$ cat src/sv/i2c_master_byte_engine_macros.svh
// Assertion macros for the I2C master byte engine.
// Used by the top level; expects signals clk and rst in scope.
`ifndef I2C_MASTER_BYTE_ENGINE_MACROS_SVH
`define I2C_MASTER_BYTE_ENGINE_MACROS_SVH
`ifndef SYNTH
`define MBE_CHECK_SAME(lbl, ante, cons, msg) \
  lbl: assert property (@(posedge clk) disable iff (rst) (ante) |-> (cons)) else $error(msg);
`define MBE_CHECK_NEXT(lbl, ante, cons, msg) \
  lbl: assert property (@(posedge clk) disable iff (rst) (ante) |=> (cons)) else $error(msg);
`else
`define MBE_CHECK_SAME(lbl, ante, cons, msg)
`define MBE_CHECK_NEXT(lbl, ante, cons, msg)
`endif
`endif

$ cat src/sv/i2c_mbe_pkg.sv
// Shared types and constants for the I2C master byte engine.
// No dependencies.
package i2c_mbe_pkg;

  typedef enum logic [4:0] {
    PH_IDLE = 5'd0,
    PH_ST_A = 5'd1,
    PH_ST_B = 5'd2,
    PH_SP_A = 5'd3,
    PH_SP_B = 5'd4,
    PH_WB_D = 5'd5,
    PH_WB_H = 5'd6,
    PH_WB_L = 5'd7,
    PH_RB_H = 5'd8,
    PH_RB_L = 5'd9,
    PH_SA_D = 5'd10,
    PH_SA_H = 5'd11,
    PH_SA_L = 5'd12,
    PH_RA_D = 5'd13,
    PH_RA_H = 5'd14,
    PH_RA_W = 5'd15,
    PH_RA_L = 5'd16
  } phase_t;

  localparam logic [3:0] REQ_TICK  = 4'd0;
  localparam logic [3:0] REQ_START = 4'd1;
  localparam logic [3:0] REQ_STOP  = 4'd2;
  localparam logic [3:0] REQ_WRITE = 4'd3;
  localparam logic [3:0] REQ_READ  = 4'd4;
  localparam logic [3:0] REQ_SACK  = 4'd5;
  localparam logic [3:0] REQ_RACK  = 4'd6;
  localparam logic [3:0] REQ_CMD   = 4'd7;
  localparam logic [3:0] REQ_DATA  = 4'd8;

  localparam logic [2:0] CFG_SLOT_TICKS  = 3'd0;
  localparam logic [2:0] CFG_ACK_TIMEOUT = 3'd1;
  localparam logic [2:0] CFG_SLAVE_ADDR  = 3'd2;
  localparam logic [2:0] CFG_CMD_PREFIX  = 3'd3;
  localparam logic [2:0] CFG_DATA_PREFIX = 3'd4;

  localparam logic [15:0] SLOT_TICKS_RST  = 16'd1;
  localparam logic [15:0] ACK_TIMEOUT_RST = 16'd1000;
  localparam logic [7:0]  SLAVE_ADDR_RST  = 8'h78;
  localparam logic [7:0]  CMD_PREFIX_RST  = 8'h00;
  localparam logic [7:0]  DATA_PREFIX_RST = 8'h40;

  localparam logic [3:0] BITS_PER_BYTE = 4'd8;

  typedef struct packed {
    logic [15:0] slot_ticks;
    logic [15:0] ack_timeout;
    logic [7:0]  slave_address_byte;
    logic [7:0]  command_prefix;
    logic [7:0]  data_prefix;
  } cfg_t;

  typedef struct packed {
    logic [3:0] req_type;
    logic [7:0] payload;
    logic       ack_level;
    logic       sda_in;
  } item_t;

  typedef struct packed {
    logic       scl_level;
    logic       sda_level;
    logic       busy_res;
    logic       done_res;
    logic [7:0] rx_byte;
    logic       nack_seen;
  } res_t;

  typedef struct packed {
    phase_t phase;
  } status_t;

endpackage

$ cat src/sv/i2c_mbe_cfg.sv
// Configuration register file for the I2C master byte engine.
// Depends on i2c_mbe_pkg.
module i2c_mbe_cfg (
  input  logic              clk,
  input  logic              rst,
  input  logic              cfg_valid,
  output logic              cfg_ready,
  input  logic [2:0]        cfg_index,
  input  logic [15:0]       cfg_data,
  output i2c_mbe_pkg::cfg_t cfg
);

  assign cfg_ready = 1'b1;

  always_ff @(posedge clk) begin
    if (rst) begin
      cfg.slot_ticks         <= i2c_mbe_pkg::SLOT_TICKS_RST;
      cfg.ack_timeout        <= i2c_mbe_pkg::ACK_TIMEOUT_RST;
      cfg.slave_address_byte <= i2c_mbe_pkg::SLAVE_ADDR_RST;
      cfg.command_prefix     <= i2c_mbe_pkg::CMD_PREFIX_RST;
      cfg.data_prefix        <= i2c_mbe_pkg::DATA_PREFIX_RST;
    end else if (cfg_valid && cfg_ready) begin
      case (cfg_index)
        i2c_mbe_pkg::CFG_SLOT_TICKS:  cfg.slot_ticks         <= cfg_data;
        i2c_mbe_pkg::CFG_ACK_TIMEOUT: cfg.ack_timeout        <= cfg_data;
        i2c_mbe_pkg::CFG_SLAVE_ADDR:  cfg.slave_address_byte <= cfg_data[7:0];
        i2c_mbe_pkg::CFG_CMD_PREFIX:  cfg.command_prefix     <= cfg_data[7:0];
        i2c_mbe_pkg::CFG_DATA_PREFIX: cfg.data_prefix        <= cfg_data[7:0];
        default: ;
      endcase
    end
  end

endmodule

$ cat src/sv/i2c_mbe_core.sv
// Bit sequencer of the I2C master byte engine: state registers and the
// per-tick next-state logic. Depends on i2c_mbe_pkg.
module i2c_mbe_core (
  input  logic                 clk,
  input  logic                 rst,
  input  logic                 step,
  input  i2c_mbe_pkg::item_t   item,
  input  i2c_mbe_pkg::cfg_t    cfg,
  output i2c_mbe_pkg::res_t    res,
  output i2c_mbe_pkg::status_t status
);

  i2c_mbe_pkg::phase_t phase, phase_next, ent_ph;
  logic [3:0]  op_kind, op_kind_next;
  logic [15:0] slot_timer, slot_timer_next;
  logic [3:0]  bit_count, bit_count_next;
  logic [7:0]  shift_reg, shift_reg_next;
  logic [15:0] wait_count, wait_count_next;
  logic [1:0]  byte_index, byte_index_next;
  logic [7:0]  held_payload, held_payload_next;
  logic        scl_reg, scl_reg_next;
  logic        sda_reg, sda_reg_next;
  logic [7:0]  rx_reg, rx_reg_next;
  logic        nack_reg, nack_reg_next;
  logic        done_now;
  logic        ent;
  logic        is_trans;
  logic [15:0] slot_len;

  assign is_trans = (op_kind == i2c_mbe_pkg::REQ_CMD) || (op_kind == i2c_mbe_pkg::REQ_DATA);
  assign slot_len = (cfg.slot_ticks == 16'd0) ? 16'd1 : cfg.slot_ticks;

  always_comb begin
    phase_next        = phase;
    op_kind_next      = op_kind;
    slot_timer_next   = slot_timer;
    bit_count_next    = bit_count;
    shift_reg_next    = shift_reg;
    wait_count_next   = wait_count;
    byte_index_next   = byte_index;
    held_payload_next = held_payload;
    scl_reg_next      = scl_reg;
    sda_reg_next      = sda_reg;
    rx_reg_next       = rx_reg;
    nack_reg_next     = nack_reg;
    done_now          = 1'b0;
    ent               = 1'b0;
    ent_ph            = i2c_mbe_pkg::PH_IDLE;

    if (phase == i2c_mbe_pkg::PH_IDLE) begin
      if (item.req_type inside {[i2c_mbe_pkg::REQ_START:i2c_mbe_pkg::REQ_DATA]}) begin
        op_kind_next = item.req_type;
        ent = 1'b1;
        case (item.req_type)
          i2c_mbe_pkg::REQ_START: ent_ph = i2c_mbe_pkg::PH_ST_A;
          i2c_mbe_pkg::REQ_STOP:  ent_ph = i2c_mbe_pkg::PH_SP_A;
          i2c_mbe_pkg::REQ_WRITE: begin
            shift_reg_next = item.payload;
            bit_count_next = 4'd0;
            ent_ph = i2c_mbe_pkg::PH_WB_D;
          end
          i2c_mbe_pkg::REQ_READ: begin
            shift_reg_next = 8'd0;
            bit_count_next = 4'd0;
            ent_ph = i2c_mbe_pkg::PH_RB_H;
          end
          i2c_mbe_pkg::REQ_SACK: begin
            held_payload_next = {7'd0, item.ack_level};
            ent_ph = i2c_mbe_pkg::PH_SA_D;
          end
          i2c_mbe_pkg::REQ_RACK: ent_ph = i2c_mbe_pkg::PH_RA_D;
          default: begin
            held_payload_next = item.payload;
            byte_index_next = 2'd0;
            ent_ph = i2c_mbe_pkg::PH_ST_A;
          end
        endcase
      end
    end else if (phase == i2c_mbe_pkg::PH_RA_W || (phase == i2c_mbe_pkg::PH_RA_H &&
                 slot_timer <= 16'd1)) begin
      // ack wait: SCL stays high while SDA is released and time remains
      if (item.sda_in && wait_count != 16'd0) begin
        wait_count_next = wait_count - 16'd1;
        phase_next = i2c_mbe_pkg::PH_RA_W;
      end else begin
        nack_reg_next = item.sda_in;
        ent = 1'b1;
        ent_ph = i2c_mbe_pkg::PH_RA_L;
      end
    end else if (slot_timer > 16'd1) begin
      slot_timer_next = slot_timer - 16'd1;
    end else begin
      case (phase)
        i2c_mbe_pkg::PH_ST_A: begin
          ent = 1'b1;
          ent_ph = i2c_mbe_pkg::PH_ST_B;
        end
        i2c_mbe_pkg::PH_ST_B: begin
          scl_reg_next = 1'b0;
          if (is_trans) begin
            byte_index_next = 2'd0;
            shift_reg_next = cfg.slave_address_byte;
            bit_count_next = 4'd0;
            ent = 1'b1;
            ent_ph = i2c_mbe_pkg::PH_WB_D;
          end else begin
            phase_next = i2c_mbe_pkg::PH_IDLE;
            slot_timer_next = 16'd0;
            done_now = 1'b1;
          end
        end
        i2c_mbe_pkg::PH_SP_A: begin
          ent = 1'b1;
          ent_ph = i2c_mbe_pkg::PH_SP_B;
        end
        i2c_mbe_pkg::PH_WB_D: begin
          ent = 1'b1;
          ent_ph = i2c_mbe_pkg::PH_WB_H;
        end
        i2c_mbe_pkg::PH_WB_H: begin
          ent = 1'b1;
          ent_ph = i2c_mbe_pkg::PH_WB_L;
        end
        i2c_mbe_pkg::PH_WB_L: begin
          bit_count_next = bit_count + 4'd1;
          shift_reg_next = {shift_reg[6:0], 1'b0};
          if (bit_count_next < i2c_mbe_pkg::BITS_PER_BYTE) begin
            ent = 1'b1;
            ent_ph = i2c_mbe_pkg::PH_WB_D;
          end else if (is_trans) begin
            ent = 1'b1;
            ent_ph = i2c_mbe_pkg::PH_RA_D;
          end else begin
            phase_next = i2c_mbe_pkg::PH_IDLE;
            slot_timer_next = 16'd0;
            done_now = 1'b1;
          end
        end
        i2c_mbe_pkg::PH_RB_H: begin
          shift_reg_next = {shift_reg[6:0], item.sda_in};
          ent = 1'b1;
          ent_ph = i2c_mbe_pkg::PH_RB_L;
        end
        i2c_mbe_pkg::PH_RB_L: begin
          bit_count_next = bit_count + 4'd1;
          if (bit_count_next < i2c_mbe_pkg::BITS_PER_BYTE) begin
            ent = 1'b1;
            ent_ph = i2c_mbe_pkg::PH_RB_H;
          end else begin
            rx_reg_next = shift_reg;
            phase_next = i2c_mbe_pkg::PH_IDLE;
            slot_timer_next = 16'd0;
            done_now = 1'b1;
          end
        end
        i2c_mbe_pkg::PH_SA_D: begin
          ent = 1'b1;
          ent_ph = i2c_mbe_pkg::PH_SA_H;
        end
        i2c_mbe_pkg::PH_SA_H: begin
          ent = 1'b1;
          ent_ph = i2c_mbe_pkg::PH_SA_L;
        end
        i2c_mbe_pkg::PH_RA_D: begin
          ent = 1'b1;
          ent_ph = i2c_mbe_pkg::PH_RA_H;
        end
        i2c_mbe_pkg::PH_RA_L: begin
          if (!is_trans) begin
            phase_next = i2c_mbe_pkg::PH_IDLE;
            slot_timer_next = 16'd0;
            done_now = 1'b1;
          end else begin
            byte_index_next = byte_index + 2'd1;
            ent = 1'b1;
            if (byte_index_next == 2'd1) begin
              shift_reg_next = (op_kind == i2c_mbe_pkg::REQ_CMD) ? cfg.command_prefix :
                                                                   cfg.data_prefix;
              bit_count_next = 4'd0;
              ent_ph = i2c_mbe_pkg::PH_WB_D;
            end else if (byte_index_next == 2'd2) begin
              shift_reg_next = held_payload;
              bit_count_next = 4'd0;
              ent_ph = i2c_mbe_pkg::PH_WB_D;
            end else begin
              ent_ph = i2c_mbe_pkg::PH_SP_A;
            end
          end
        end
        default: begin
          phase_next = i2c_mbe_pkg::PH_IDLE;
          slot_timer_next = 16'd0;
          done_now = 1'b1;
        end
      endcase
    end

    // slot entry: load the timer and apply the pin action of the new slot
    if (ent) begin
      phase_next = ent_ph;
      slot_timer_next = slot_len;
      case (ent_ph)
        i2c_mbe_pkg::PH_ST_A: begin
          sda_reg_next = 1'b1;
          scl_reg_next = 1'b1;
        end
        i2c_mbe_pkg::PH_ST_B: sda_reg_next = 1'b0;
        i2c_mbe_pkg::PH_SP_A: begin
          sda_reg_next = 1'b0;
          scl_reg_next = 1'b1;
        end
        i2c_mbe_pkg::PH_SP_B: sda_reg_next = 1'b1;
        i2c_mbe_pkg::PH_WB_D: sda_reg_next = shift_reg_next[7];
        i2c_mbe_pkg::PH_SA_D: sda_reg_next = held_payload_next[0];
        i2c_mbe_pkg::PH_RA_D: sda_reg_next = 1'b1;
        i2c_mbe_pkg::PH_RB_H: begin
          sda_reg_next = 1'b1;
          scl_reg_next = 1'b1;
        end
        i2c_mbe_pkg::PH_RA_H: begin
          scl_reg_next = 1'b1;
          wait_count_next = cfg.ack_timeout;
        end
        i2c_mbe_pkg::PH_WB_H, i2c_mbe_pkg::PH_SA_H: scl_reg_next = 1'b1;
        default: scl_reg_next = 1'b0;
      endcase
    end
  end

  always_ff @(posedge clk) begin
    if (rst) begin
      phase        <= i2c_mbe_pkg::PH_IDLE;
      op_kind      <= 4'd0;
      slot_timer   <= 16'd0;
      bit_count    <= 4'd0;
      shift_reg    <= 8'd0;
      wait_count   <= 16'd0;
      byte_index   <= 2'd0;
      held_payload <= 8'd0;
      scl_reg      <= 1'b1;
      sda_reg      <= 1'b1;
      rx_reg       <= 8'd0;
      nack_reg     <= 1'b0;
    end else if (step) begin
      phase        <= phase_next;
      op_kind      <= op_kind_next;
      slot_timer   <= slot_timer_next;
      bit_count    <= bit_count_next;
      shift_reg    <= shift_reg_next;
      wait_count   <= wait_count_next;
      byte_index   <= byte_index_next;
      held_payload <= held_payload_next;
      scl_reg      <= scl_reg_next;
      sda_reg      <= sda_reg_next;
      rx_reg       <= rx_reg_next;
      nack_reg     <= nack_reg_next;
    end
  end

  assign res.scl_level = scl_reg_next;
  assign res.sda_level = sda_reg_next;
  assign res.busy_res  = (phase_next != i2c_mbe_pkg::PH_IDLE);
  assign res.done_res  = done_now;
  assign res.rx_byte   = rx_reg_next;
  assign res.nack_seen = nack_reg_next;

  assign status.phase = phase;

endmodule

$ cat src/sv/i2c_master_byte_engine.sv
// Top level of the I2C master byte engine: input register, sequencer,
// result register and config port. Depends on i2c_mbe_pkg, i2c_mbe_cfg,
// i2c_mbe_core and i2c_master_byte_engine_macros.svh.
//
// Usage: every input transaction on the s_ stream is one tick. s_tuser
// carries the request code; a request is taken only while the sequencer
// is idle, otherwise the transaction acts as a plain tick. s_tdata also
// carries the sampled SDA level. Each tick produces exactly one result on
// the m_ stream with the driven SCL/SDA levels, busy, done, the last read
// byte and the last ack bit.
// Pipeline: a tick is held in the input register, its result then in the result
// register. Throughput: one tick per cycle unless m_tready holds the result
// register; the whole tick update is a single pass through the sequencer logic.
// Stall: when m_tready is low the result register holds, one more tick
// is parked in the input register, then s_tready drops.
// Reset: rst clears both stages, the sequencer goes idle with SCL and SDA
// released, config registers take their defaults. Config writes on the
// cfg_ channel are always accepted and belong between operations.
`include "i2c_master_byte_engine_macros.svh"
module i2c_master_byte_engine (
  input  logic        clk,
  input  logic        rst,
  input  logic        s_tvalid,
  output logic        s_tready,
  input  logic [15:0] s_tdata,   // payload[7:0], ack_level[8], sda_in[9], zero fill
  input  logic [3:0]  s_tuser,   // req_type[3:0]
  output logic        m_tvalid,
  input  logic        m_tready,
  output logic [15:0] m_tdata,   // scl_level[0], sda_level[1], busy_res[2], done_res[3],
                                 // rx_byte[11:4], nack_seen[12], zero fill
  input  logic        cfg_valid,
  output logic        cfg_ready,
  input  logic [2:0]  cfg_index,
  input  logic [15:0] cfg_data
);

  i2c_mbe_pkg::cfg_t    cfg;
  i2c_mbe_pkg::item_t   in_item;
  i2c_mbe_pkg::res_t    core_res, out_res;
  i2c_mbe_pkg::status_t status;
  logic                 in_valid;
  logic                 out_valid;
  logic                 step;

  assign step     = in_valid && (!out_valid || m_tready);
  assign s_tready = !in_valid || step;

  always_ff @(posedge clk) begin
    if (rst) begin
      in_valid <= 1'b0;
    end else if (s_tvalid && s_tready) begin
      in_valid <= 1'b1;
    end else if (step) begin
      in_valid <= 1'b0;
    end
  end

  always_ff @(posedge clk) begin
    if (s_tvalid && s_tready) begin
      in_item.req_type  <= s_tuser;
      in_item.payload   <= s_tdata[7:0];
      in_item.ack_level <= s_tdata[8];
      in_item.sda_in    <= s_tdata[9];
    end
  end

  always_ff @(posedge clk) begin
    if (rst) begin
      out_valid <= 1'b0;
    end else if (step) begin
      out_valid <= 1'b1;
    end else if (m_tready) begin
      out_valid <= 1'b0;
    end
  end

  always_ff @(posedge clk) begin
    if (step) begin
      out_res <= core_res;
    end
  end

  i2c_mbe_cfg u_cfg (
    .clk       (clk),
    .rst       (rst),
    .cfg_valid (cfg_valid),
    .cfg_ready (cfg_ready),
    .cfg_index (cfg_index),
    .cfg_data  (cfg_data),
    .cfg       (cfg)
  );

  i2c_mbe_core u_core (
    .clk    (clk),
    .rst    (rst),
    .step   (step),
    .item   (in_item),
    .cfg    (cfg),
    .res    (core_res),
    .status (status)
  );

  assign m_tvalid = out_valid;
  assign m_tdata  = {3'd0, out_res.nack_seen, out_res.rx_byte, out_res.done_res,
                     out_res.busy_res, out_res.sda_level, out_res.scl_level};

  `MBE_CHECK_NEXT(a_hold_without_step, !step, $stable(status.phase),
                  "sequencer moved without a tick")
  `MBE_CHECK_NEXT(a_start_entry, step && status.phase == i2c_mbe_pkg::PH_IDLE &&
                  in_item.req_type == i2c_mbe_pkg::REQ_START,
                  status.phase == i2c_mbe_pkg::PH_ST_A, "start request not taken")
  `MBE_CHECK_NEXT(a_result_follows, step, out_valid, "tick produced no result")
  `MBE_CHECK_SAME(a_done_not_busy, out_valid && out_res.done_res, !out_res.busy_res,
                  "done reported while busy")

endmodule

$ cat config.mk
export PLATFORM = sky130hd
export DESIGN_NAME = i2c_master_byte_engine
export DESIGN_NICKNAME = d
export VERILOG_FILES = /design/src/sv/i2c_mbe_pkg.sv /design/src/sv/i2c_mbe_cfg.sv /design/src/sv/i2c_mbe_core.sv /design/src/sv/i2c_master_byte_engine.sv
export VERILOG_INCLUDE_DIRS = /design/src /design/src/sv
export SDC_FILE = /design/constraint.sdc
export NUM_CORES = 1
export LEC_CHECK = 0
export ABC_AREA = 1
export BUFFER_PORTS_ARGS = -buffer_cell sky130_fd_sc_hd__buf_2
export CAP_MARGIN = 20
export CORE_ASPECT_RATIO = 1.5
export CORE_MARGIN = 1.5
export CORE_UTILIZATION = 40
export DETAILED_ROUTE_END_ITERATION = 8
export SLEW_MARGIN = 40
export SYNTH_ARGS = -nofsm -noshare
export SYNTH_HDL_FRONTEND = slang
export SYNTH_SLANG_ARGS = --single-unit
export TNS_END_PERCENT = 100
$ cat constraint.sdc
create_clock -name clk -period 2.73 [get_ports clk]
set_clock_uncertainty 0.1 [all_clocks]
set_input_delay 0.1365 -clock clk [delete_from_list [all_inputs] [get_ports clk]]
set_output_delay 0.1365 -clock clk [all_outputs]
set_load 0.1 [all_outputs]
==> results.py <==
metrics = {
    "status": {
        "status": "complete, no violations",
    },
    "final_layout": {
        "top_register": "u_cfg.cfg",
        "fill_cells": 2067,
        "top_regs": "u_cfg.cfg (56), u_core.slot_timer (16), u_core.wait_count (16)",
        "multiInputGateArea_sq_mm": 0.00423,
        "finish.utilization_pct": 49.0,
        "syn_to_final_growth_pct": 19.6,
        "fin_nets": 1340,
        "regArea_sq_mm": 0.00345,
        "largest_reg_flops": 56,
        "antenna-diode-count": 0,
        "final_cell_area_sq_mm": 0.0100,
        "drive_gt1_share_pct": 13.2,
        "final_cells": 1567,
    },
    "timing": {
        "tns_ns": 0,
        "setup_viol_count_final": 0,
        "finalCritPeriodShare_pct": 93.9,
        "drv_slew": 0,
        "finalHoldViolations": 0,
        "finalCriticalPeriod_ns": 2.56,
        "max_slew.worst_pin.slew_ns": 0.709,
        "max_freq_ghz": 0.390,
        "slew_headroom_pct": 52.6,
    },
    "worst_setup_path": {
        "required_ns": 2.96,
        "arrival_ns": 2.80,
        "path_class": "reg2reg",
        "start_kind": "flop",
        "cp-end-kind": "flop",
        "worstPathMaxFanout": 7,
    },
    "floorplanning": {
        "io_pins": 63,
        "start_util_pct": 41.0,
        "die_w_um": 121,
        "fp-row-count": 64,
        "die_area_sq_mm": 0.0218,
        "die_h_um": 180,
        "core_area_sq_mm": 0.0204,
    },
    "yosys": {
        "netlist_area_sq_mm": 0.00836,
        "ys_seq_area_share_pct": 41.3,
        "ys_types": 48,
        "synthCells": 1191,
        "postSynthAreaPerCell_sq_um": 7.02,
        "synth_top_cells_by_area": "dfxtp_1 (32%), nand2_1 (10%), edfxtp_1 (9.7%)",
        "yosys_register_bits": 159,
        "synth_edf_count": 27,
        "ys.flop_type": "dfxtp_1",
        "synth_top_area_share_pct": 31.6,
        "async_flop_share_pct": 0,
        "synth_top_area_cell": "dfxtp_1",
        "yosys_warnings": 0,
    },
    "routing": {
        "drt-vias-per-instance": 5.14,
        "wl_um": 23100,
        "drt_iter0_markers": 551,
        "drc": 0,
        "final_antenna_net_count": 0,
        "wl_per_cell_um": 14.7,
        "dr.pass1.iters": 5,
        "vias": 8056,
    },
    "placed_design": {
        "placed_cells": 1495,
        "dpl-instance-area_sq_mm": 0.00900,
        "gp_congestion": 0.884,
        "dp_hpwl_um": 16600,
        "portBuffers": 52,
    },
    "clock_tree": {
        "clk_latency_ns": 0.44,
        "tritoncts": "done",
        "cts_sinks": 159,
        "htreeDepth": 4,
        "clock-root-buffer": "clkbuf_16",
        "cts_buffer_depth": 2,
        "numCtsBuffers": 17,
        "clkTransAtPathRegs_ns": 0.07,
    },
    "power": {
        "p_per_area_mw_per_mm2": 621,
        "vdd_drop_max_mv": 0.385,
        "p_leak_nw": 4.43,
        "power_mw": 6.22,
    },
    "hold_path": {
        "min_path_type": "in2reg",
    },
    "global_routing": {
        "grt_max_degree": 49,
        "grt_pass1_vias": 7648,
        "grt_pass1_wl_um": 37600,
        "grt_overflow": 0,
        "grt.total_usage_pct": 21.7,
        "antenna_found_initial": 0,
    },
    "job": {
        "maxCapViolCount": 0,
    },
}
-- per-layer routing --
metal | vias up | part of all wire (%) | global-route usage [%]
met4 | 0 | 2.4 | 8.38
met2 | 150 | 49 | 37.3
li1 | 4123 | - | -
met1 | 3748 | 45 | 27.2
met3 | 35 | 3.5 | 3.23
met5 | - | 0 | 0
-- what timing repair did --
action / 4_1_cts / 5_1_grt
setup endpoints to repair: 0 / 40
gates resized for setup: 0 / 14
hold endpoints to repair: 65 / 0
setup buffers: 0 / 5
hold buffers: 34 / 0
-- worst max-delay path, cell delays in order, from the launching register on --
cell,delay (ns)
dfxtp_1,0.37
nor2_4,0.24
o21ai_0,0.14
nor2_1,0.18
nand4_1,0.26
nor2_1,0.19
and3_1,0.37
mux2_2,0.39
o21ai_0,0.16
inv_1,0.05
-- per-stage QoR --
step                      setup slack, ns  hold slack, ns
after floorplan                     0.161           0.135
after global placement              0.104           0.214
after detailed placement           0.0723           0.215
after CTS                          0.0184          0.0210
after global routing              -0.0104          0.0619
final                               0.167          0.0444
-- final timing paths --
kind	start	endpoint	slack [ns]	cells after the start
worst min register to register	u_cfg.cfg[14]	u_cfg.cfg[14]	0.35	2
worst max-delay path	u_core.slot_timer[2]	u_core.rx_reg[4]	0.17	9
worst max register to register	u_core.slot_timer[2]	u_core.rx_reg[4]	0.17	9
worst min-delay path	rst	u_core.shift_reg[7]	0.04	4
-- cell usage after synthesis, types with 2 or more instances --
master	number
or4_1	2
nand2_2	7
clkinv_1	2
a211oi_1	4
mux2i_1	5
xor2_1	15
a21oi_2	4
a21boi_0	3
nand2_1	228
buf_1	2
dfxtp_1	132
nand4_1	7
nand3_2	2
clkbuf_1	26
and3_1	3
nor2_2	10
nand3_1	64
inv_1	123
nor3_1	19
o211ai_1	26
mux2_2	3
ha_1	6
o21ai_1	8
xnor2_1	5
buf_2	8
nor4_1	4
inv_2	8
nor2_4	5
nor2_1	184
o21ai_0	122
a21oi_1	85
conb_1	2
buf_4	8
a31oi_1	19
edfxtp_1	27
-- cells by family (layout without fill, tap and decap cells) --
family                     count (synthesis)  in the layout  synth area share (%)
buffers and inverters                    178            288                  8.56
and+or+nand+nor                          538            538                  27.4
AOI/OAI and AO/OA                        280            280                  18.7
DFF                                      159            159                  41.3
xor gates and xnor gates                  20             20                  2.09
muxes                                      8              8                  1.00
other                                      2              4                0.0898
adders and majority gates                  6              6                 0.898
-- layout by cell type, fill, tap and decap left out, drive strengths merged, types with 8 or more instances in the layout --
| master | n |
|---|---|
| nand2 | 236 |
| nor2 | 200 |
| inv | 133 |
| dfxtp | 132 |
| o21ai | 130 |
| a21oi | 89 |
| buf | 88 |
| nand3 | 66 |
| dlygate4sd3 | 34 |
| edfxtp | 27 |
| o211ai | 26 |
| clkbuf | 24 |
| nor3 | 19 |
| a31oi | 19 |
| xor2 | 15 |
| nand4 | 8 |
-- power breakdown --
group / internal, mW / switching (mW) / total [mW]
Sequential: 2.51 / 0.0840 / 2.59
Clock: 1.46 / 0.982 / 2.44
Combinational: 0.377 / 0.808 / 1.18
-- layout make-up --
cell class / instances / share of cell area [%]
clock buffers: 24 / 4.93
clock inverters: 8 / 1.03
inverters: 133 / 5.05
multi-input cells: 856 / 42.3
flip-flops and latches: 159 / 34.5
well taps: 264 / 3.30
repair buffers: 122 / 8.83
repair inverters: 1 / 0.0750
Power figures use the tool's default switching activity.
